File: src/gffrc_pkg.sv
package gffrc_pkg;

  localparam int COUNT_W = 9;
  localparam logic [COUNT_W-1:0] COUNT_MAX = 9'h1FF;

  typedef enum logic [1:0] {
    ACT_WRITE = 2'd0,
    ACT_FILL  = 2'd1,
    ACT_READ  = 2'd2
  } act_t;

  typedef enum logic [1:0] {
    NB_DOWN  = 2'd0,
    NB_UP    = 2'd1,
    NB_RIGHT = 2'd2,
    NB_LEFT  = 2'd3
  } dir_t;

  typedef struct packed {
    logic open_we;
    logic open_wd;
    logic mark_we;
    logic mark_wd;
  } cell_cmd_t;

  typedef struct packed {
    logic clear;
    logic push;
    logic pop;
  } stack_cmd_t;

endpackage

File: src/gffrc_cell_store.sv
module gffrc_cell_store #(
  parameter int CELLS = 256,
  parameter int AW    = 8
) (
  input  logic                 clk,
  input  gffrc_pkg::cell_cmd_t cmd,
  input  logic [AW-1:0]        waddr,
  input  logic [AW-1:0]        raddr,
  output logic                 open_q,
  output logic                 mark_q
);
  import gffrc_pkg::*;

  logic open_mem [CELLS];
  logic mark_mem [CELLS];

  always_ff @(posedge clk) begin
    if (cmd.open_we) begin
      open_mem[waddr] <= cmd.open_wd;
    end
    open_q <= open_mem[raddr];
  end

  always_ff @(posedge clk) begin
    if (cmd.mark_we) begin
      mark_mem[waddr] <= cmd.mark_wd;
    end
    mark_q <= mark_mem[raddr];
  end

endmodule

File: src/gffrc_stack.sv
module gffrc_stack #(
  parameter int CELLS = 256,
  parameter int AW    = 8,
  parameter int SPW   = 9,
  parameter int PW    = 8
) (
  input  logic                  clk,
  input  logic                  rst,
  input  gffrc_pkg::stack_cmd_t cmd,
  input  logic [PW-1:0]         wdata,
  output logic [PW-1:0]         rdata,
  output logic                  empty
);
  import gffrc_pkg::*;

  logic [PW-1:0]  stack_mem [CELLS];
  logic [SPW-1:0] sp;
  logic [SPW-1:0] sp_dec;

  assign sp_dec = sp - 1'b1;
  assign empty  = (sp == '0);

  always_ff @(posedge clk) begin
    if (rst) begin
      sp <= '0;
    end else if (cmd.clear) begin
      sp <= '0;
    end else if (cmd.push) begin
      sp <= sp + 1'b1;
    end else if (cmd.pop) begin
      sp <= sp_dec;
    end
  end

  always_ff @(posedge clk) begin
    if (cmd.push) begin
      stack_mem[sp[AW-1:0]] <= wdata;
    end
    if (cmd.pop) begin
      rdata <= stack_mem[sp_dec[AW-1:0]];
    end
  end

endmodule

File: src/grid_flood_fill_region_counter.sv
// Four-connected flood fill over a GRID_ROWS x GRID_COLS grid held in on-chip
// memories. An item is taken when start is high and busy is low; its single
// result appears on region_count and mark while done is high for one cycle,
// and must be captured then. After reset the block clears every cell of its
// memories with busy high. A cell write answers in the cycle after
// acceptance; a cell read answers after passing through S_READ. A fill first
// clears all reach marks, then seeds the start cell and walks a stack of
// visited cells (it ends after the seed step when the start cell is on the
// border or outside the grid): each popped cell probes its four neighbors one
// after another through the single read port of the cell memories, overlapping
// the write-back of one neighbor with the read of the next.
module grid_flood_fill_region_counter #(
  parameter int GRID_ROWS = 16,
  parameter int GRID_COLS = 16
) (
  input  logic                          clk,
  input  logic                          rst,
  input  logic                          start,
  output logic                          busy,
  input  logic [1:0]                    action,
  input  logic [3:0]                    row,
  input  logic [3:0]                    col,
  input  logic                          open,
  output logic                          done,
  output logic [gffrc_pkg::COUNT_W-1:0] region_count,
  output logic                          mark
);
  import gffrc_pkg::*;

  localparam int CELLS = GRID_ROWS * GRID_COLS;
  localparam int AW    = $clog2(CELLS);
  localparam int SPW   = $clog2(CELLS + 1);
  localparam int ROW_W = $clog2(GRID_ROWS);
  localparam int COL_W = $clog2(GRID_COLS);
  localparam int PW    = ROW_W + COL_W;
  localparam logic [AW-1:0] LAST_ADDR = AW'(CELLS - 1);

  typedef enum logic [7:0] {
    S_INIT  = 8'b0000_0001,
    S_IDLE  = 8'b0000_0010,
    S_READ  = 8'b0000_0100,
    S_CLEAR = 8'b0000_1000,
    S_SEED  = 8'b0001_0000,
    S_POP   = 8'b0010_0000,
    S_LOAD  = 8'b0100_0000,
    S_PROBE = 8'b1000_0000
  } state_t;

  function automatic logic [AW-1:0] cell_addr(input logic [ROW_W-1:0] r,
                                              input logic [COL_W-1:0] c);
    cell_addr = AW'(AW'(r) * AW'(GRID_COLS) + AW'(c));
  endfunction

  function automatic logic [PW-1:0] nbr(input logic [ROW_W-1:0] r,
                                        input logic [COL_W-1:0] c,
                                        input dir_t d);
    logic [ROW_W-1:0] nr;
    logic [COL_W-1:0] nc;
    nr = r;
    nc = c;
    case (d)
      NB_DOWN:  nr = r + 1'b1;
      NB_UP:    nr = r - 1'b1;
      NB_RIGHT: nc = c + 1'b1;
      NB_LEFT:  nc = c - 1'b1;
      default: ;
    endcase
    nbr = {nr, nc};
  endfunction

  function automatic logic on_border(input logic [ROW_W-1:0] r,
                                     input logic [COL_W-1:0] c);
    on_border = (r == '0) || (c == '0) ||
                (r == ROW_W'(GRID_ROWS - 1)) || (c == COL_W'(GRID_COLS - 1));
  endfunction

  state_t state, state_next;
  logic [AW-1:0]      cnt;
  logic [ROW_W-1:0]   start_r, cur_r, nb_r, nx_r, in_r;
  logic [COL_W-1:0]   start_c, cur_c, nb_c, nx_c, in_c, ld_c;
  logic [ROW_W-1:0]   ld_r;
  logic               seed_ok;
  logic               rd_ok;
  dir_t               nb;
  dir_t               nb_inc;
  logic [COUNT_W-1:0] count;
  logic               done_next;

  logic               accept;
  logic               in_ok;
  logic [AW-1:0]      in_addr;
  logic               probe_visit;

  cell_cmd_t          ccmd;
  logic [AW-1:0]      waddr, raddr;
  logic               open_q, mark_q;

  stack_cmd_t         scmd;
  logic [PW-1:0]      stk_wdata, stk_q;
  logic               stk_empty;

  assign accept       = start && !busy;
  assign busy         = (state != S_IDLE);
  assign region_count = count;
  assign in_r         = ROW_W'(row);
  assign in_c         = COL_W'(col);
  assign in_ok        = (32'(row) < GRID_ROWS) && (32'(col) < GRID_COLS);
  assign in_addr      = cell_addr(in_r, in_c);
  assign nb_inc       = dir_t'(nb + 2'd1);
  assign {nb_r, nb_c} = nbr(cur_r, cur_c, nb);
  assign {nx_r, nx_c} = nbr(cur_r, cur_c, nb_inc);
  assign {ld_r, ld_c} = stk_q;
  assign probe_visit  = open_q && !mark_q && !on_border(nb_r, nb_c);

  always_comb begin
    state_next = state;
    done_next  = 1'b0;
    ccmd       = '0;
    scmd       = '0;
    waddr      = in_addr;
    raddr      = in_addr;
    stk_wdata  = {start_r, start_c};
    case (state)
      S_INIT: begin
        ccmd.open_we = 1'b1;
        ccmd.mark_we = 1'b1;
        waddr        = cnt;
        if (cnt == LAST_ADDR) begin
          state_next = S_IDLE;
        end
      end
      S_IDLE: begin
        if (accept) begin
          case (action)
            ACT_WRITE: begin
              ccmd.open_we = in_ok;
              ccmd.open_wd = open;
              done_next    = 1'b1;
            end
            ACT_FILL: begin
              scmd.clear = 1'b1;
              state_next = S_CLEAR;
            end
            ACT_READ: state_next = S_READ;
            default: done_next = 1'b1;
          endcase
        end
      end
      S_READ: begin
        state_next = S_IDLE;
        done_next  = 1'b1;
      end
      S_CLEAR: begin
        ccmd.mark_we = 1'b1;
        waddr        = cnt;
        if (cnt == LAST_ADDR) begin
          state_next = S_SEED;
        end
      end
      S_SEED: begin
        waddr = cell_addr(start_r, start_c);
        if (seed_ok) begin
          ccmd.mark_we = 1'b1;
          ccmd.mark_wd = 1'b1;
          scmd.push    = 1'b1;
          state_next   = S_POP;
        end else begin
          state_next = S_IDLE;
          done_next  = 1'b1;
        end
      end
      S_POP: begin
        if (stk_empty) begin
          state_next = S_IDLE;
          done_next  = 1'b1;
        end else begin
          scmd.pop   = 1'b1;
          state_next = S_LOAD;
        end
      end
      S_LOAD: begin
        raddr      = cell_addr(ld_r + 1'b1, ld_c);
        state_next = S_PROBE;
      end
      S_PROBE: begin
        waddr     = cell_addr(nb_r, nb_c);
        raddr     = cell_addr(nx_r, nx_c);
        stk_wdata = {nb_r, nb_c};
        if (open_q && !mark_q) begin
          if (probe_visit) begin
            ccmd.mark_we = 1'b1;
            ccmd.mark_wd = 1'b1;
            scmd.push    = 1'b1;
          end
        end else begin
          ccmd.mark_we = 1'b1;
          ccmd.mark_wd = 1'b1;
        end
        if (nb == NB_LEFT) begin
          state_next = S_POP;
        end
      end
      default: state_next = S_IDLE;
    endcase
  end

  always_ff @(posedge clk) begin
    if (rst) begin
      state <= S_INIT;
      cnt   <= '0;
      count <= '0;
      done  <= 1'b0;
      mark  <= 1'b0;
    end else begin
      state <= state_next;
      done  <= done_next;
      case (state)
        S_INIT, S_CLEAR: begin
          cnt <= (cnt == LAST_ADDR) ? '0 : cnt + 1'b1;
        end
        S_IDLE: begin
          if (accept) begin
            case (action)
              ACT_FILL: begin
                count   <= '0;
                start_r <= in_r;
                start_c <= in_c;
                seed_ok <= in_ok && !on_border(in_r, in_c);
              end
              ACT_READ: rd_ok <= in_ok;
              default: mark <= 1'b0;
            endcase
          end
        end
        S_READ: begin
          mark <= mark_q && rd_ok;
        end
        S_SEED: begin
          if (seed_ok) begin
            count <= COUNT_W'(1);
          end else begin
            mark <= 1'b0;
          end
        end
        S_POP: begin
          if (stk_empty) begin
            mark <= 1'b0;
          end
        end
        S_LOAD: begin
          cur_r <= ld_r;
          cur_c <= ld_c;
          nb    <= NB_DOWN;
        end
        S_PROBE: begin
          nb <= nb_inc;
          if (probe_visit && count != COUNT_MAX) begin
            count <= count + 1'b1;
          end
        end
        default: ;
      endcase
    end
  end

  gffrc_cell_store #(
    .CELLS (CELLS),
    .AW    (AW)
  ) u_cells (
    .clk    (clk),
    .cmd    (ccmd),
    .waddr  (waddr),
    .raddr  (raddr),
    .open_q (open_q),
    .mark_q (mark_q)
  );

  gffrc_stack #(
    .CELLS (CELLS),
    .AW    (AW),
    .SPW   (SPW),
    .PW    (PW)
  ) u_stack (
    .clk   (clk),
    .rst   (rst),
    .cmd   (scmd),
    .wdata (stk_wdata),
    .rdata (stk_q),
    .empty (stk_empty)
  );

endmodule

File: config.mk
export PLATFORM = sky130hd
export DESIGN_NAME = grid_flood_fill_region_counter
export DESIGN_NICKNAME = d
export VERILOG_FILES = /design/src/gffrc_pkg.sv /design/src/gffrc_cell_store.sv /design/src/gffrc_stack.sv /design/src/grid_flood_fill_region_counter.sv
export SDC_FILE = /design/constraint.sdc
export NUM_CORES = 2
export LEC_CHECK = 0
export BUFFER_PORTS_ARGS = -buffer_cell sky130_fd_sc_hd__buf_4
export CORE_MARGIN = 1.5
export CORE_UTILIZATION = 55
export CTS_CLUSTER_DIAMETER = 80
export DETAILED_ROUTE_END_ITERATION = 12
export GPL_TIMING_DRIVEN = 0
export PLACE_DENSITY_LB_ADDON = 0.1
export SLEW_MARGIN = 20
export SYNTH_ARGS = -nofsm -noshare
export SYNTH_HDL_FRONTEND = slang
export SYNTH_HIERARCHICAL = 1
export SYNTH_SLANG_ARGS = --single-unit
File: constraint.sdc
create_clock -name clk -period 17.4 [get_ports clk]
set_input_delay 2.61 -clock clk [delete_from_list [all_inputs] [get_ports clk]]
set_output_delay 2.61 -clock clk [all_outputs]
set_load 0.02 [all_outputs]
==> impl_metrics.json <==
{
  "status": "finished clean",
  "wl_per_cell_um": 33.2,
  "tightest_slew_ns": 1.26,
  "final_cell_area_um2": 120000,
  "ys_async_sr_fraction": 0,
  "syn_nets": 5730,
  "cts_hold_buffers": 0,
  "synth.avg_cell_area_um2": 18.5,
  "syn_to_final_growth_pct": 13.4,
  "r2r_setup_slack_ns": 9.96,
  "worstSetupEndpointType": "register",
  "ios": 26,
  "grt_pass1_vias": 57300,
  "cellPowerDensity_nw_per_um2": 110,
  "path_max_fanout": 10,
  "reg2regPathDepth": 16,
  "max-clock-path-buffers": 4,
  "maxCapViolations": 0,
  "period_share": 0.428,
  "setup_ws_ns": 9.96,
  "yosys_warnings": 6,
  "postCtsSetupBuffers": 0,
  "post_cts_resized": 0,
  "finalSetupViolCount": 0,
  "hpwl_um": 195000,
  "gr-total-overflow": 0,
  "finalSetupTns_ns": 0,
  "dieArea_um2": 195000,
  "grt_max_degree": 76,
  "clkTransAtPathRegs_ns": 0.06,
  "die_w_um": 441,
  "grt_pass1_wl_um": 414000,
  "gp_congestion": 0.921,
  "placed_cells": 8324,
  "start_util": 0.554,
  "drv_slew": 0,
  "final-instance-count-excl-fill": 8811,
  "fmax_ghz": 0.134,
  "port_buffers": 25,
  "required_ns": 17.94,
  "vias": 58600,
  "start_kind": "register",
  "worst_ep_arrival_time_ns": 7.98,
  "hold_depth": 2,
  "cts_tree": "done",
  "yosysMostFrequentCell": "edfxtp_1",
  "track_usage": 0.302,
  "synth_top_area_frac": 0.736,
  "rsz0062_at_grt": "no",
  "core_um2": 190000,
  "ir_drop_v": 0.0000924,
  "cts_num_sinks": 2625,
  "cts_buffers": 285,
  "cts_max_level": 5,
  "drt_iter0_drc": 8408,
  "ys_seq_elements": 2625,
  "ant_nets": 0,
  "synth_edf_count": 2587,
  "finClkSkew_ns": 0.0596,
  "worstHoldPathType": "register to register",
  "finalNetCount": 6136,
  "row_count": 160,
  "post-place-ws_ns": 10.09,
  "ctsRootBufferMaster": "clkbuf_16",
  "antenna_found_initial": 8,
  "drt-pass1-iter-count": 9,
  "netlist_area_um2": 106000,
  "synth_commonest_cells": "edfxtp_1 (2587), nor2_1 (828), mux4_2 (565)",
  "clk_latency_ns": 0.94,
  "synthTopCellsByArea": "edfxtp_1 (74%), mux4_2 (12%), nor2_1 (2.9%), a22oi_1 (1.5%), mux2i_1 (1.5%)",
  "avgViaCountPerCell": 6.65,
  "ys_seq_area_frac": 0.743,
  "p_leak_nw": 38.4,
  "yosysTopAreaCell": "edfxtp_1",
  "drcViolationCount": 0,
  "dpl_cell_area_um2": 111000,
  "hold_violations": 0,
  "synthesis.instances": 5695,
  "wirelength_um": 292000,
  "whs_ns": 0.451,
  "synth_cell_types": 85,
  "synthFlopType": "edfxtp_1",
  "path_class": "register to register",
  "period_needed_ns": 7.44,
  "fp.dieH_um": 441,
  "layout-drive-gt1-share": 0.199,
  "max_slew_margin": 0.162
}
critical path, stage by stage, from the launching register on:
cell	delay, ns
dfxtp_1	0.41
buf_6	0.14
buf_2	0.23
buf_2	0.47
buf_4	0.34
buf_4	0.36
inv_1	0.18
ha_1	0.32
buf_2	0.28
clkbuf_2	0.61
clkbuf_1	0.94
clkbuf_1	0.74
mux4_2	0.45
a22oi_1	0.27
a21oi_1	0.25
nor3_1	0.53
o221ai_1	0.45
flip-flops by register name, summed over array words and instances, names as in the netlist, 8 cells and up:
name / count
u_stack/stack_mem: 2048
u_cells/mark_mem: 256
u_cells/open_mem: 256
region_count: 9
u_stack/sp: 9
cnt: 8
state: 8
u_stack/rdata: 8
metrics by stage:
| step | total power [mW] | util |
|---|---|---|
| 6_report | 13.1 | 0.629 |
| 5_1_grt | 13.4 | 0.629 |
| 4_1_cts | 13.2 | 0.629 |
| 3_5_place_dp | 7.46 | 0.583 |
| 3_3_place_gp | 7.45 | 0.572 |
| 2_1_floorplan | 7.24 | - |
layout by cell type, fill, tap and decap left out, drive strengths merged, types with 12 or more instances in the layout:
cell type / n
a211oi: 12
bufinv: 22
nor2b: 21
clkinv: 98
o221ai: 59
o21ai: 30
and2: 14
a32oi: 20
a221oi: 18
nand4: 15
nand3: 51
mux2i: 154
a22o: 48
nand2: 200
edfxtp: 2587
inv: 31
mux4: 584
a22oi: 207
or3: 32
clkbuf: 593
o22ai: 17
buf: 269
and3: 26
nand3b: 14
a21oi: 106
mux2: 15
nor3: 38
xor2: 16
xnor2: 12
nor4: 15
ha: 21
dfxtp: 38
nor2: 828
kinds of logic (layout without fill, tap and decap cells):
group,count (synthesis),count (layout),share of synthesized area
muxes,753,753,0.141
buffers and inverters,416,1020,0.0189
xor gates and xnor gates,28,28,0.00254
DFF,2625,2625,0.743
adders and majority gates,21,21,0.00249
and+or+nand+nor,1288,1288,0.0523
other,0,1,0
AOI/OAI and AO/OA,564,564,0.0392
where the power goes:
| part | switching [mW] | internal (mW) | leakage, nW |
|---|---|---|---|
| clock network | 2.38 | 3.39 | 4.26 |
| registers | 0.00698 | 6.85 | 24.7 |
| logic | 0.390 | 0.0899 | 9.43 |
| total | 2.78 | 10.3 | 38.4 |
layer usage:
metal | routed length [um] | vias up | part of all wire | GRT usage
met5 | 13 | - | 0.000044 | 0
met4 | 11300 | 2 | 0.039 | 0.110
met3 | 30700 | 630 | 0.10 | 0.0625
met2 | 135000 | 3365 | 0.46 | 0.461
met1 | 115000 | 30800 | 0.39 | 0.436
li1 | - | 23800 | - | -
cell type report:
type	count	area [um^2]
fill	13400	70700
multi-input combinational	2654	25200
buffer	389	1920
clock buffer	356	7570
timing repair buffer	119	2150
clock inverter	129	1150
tap	2511	3140
sequential	2625	78400
inverter	27	101
antenna	1	2.50
worst paths after layout:
path	end	start
setup / recovery	u_stack/rdata[4]	u_stack/sp[0]
hold / removal	mark	mark
setup reg to reg	u_stack/rdata[4]	u_stack/sp[0]
hold reg to reg	mark	mark
(Power assumes the default switching activity.)
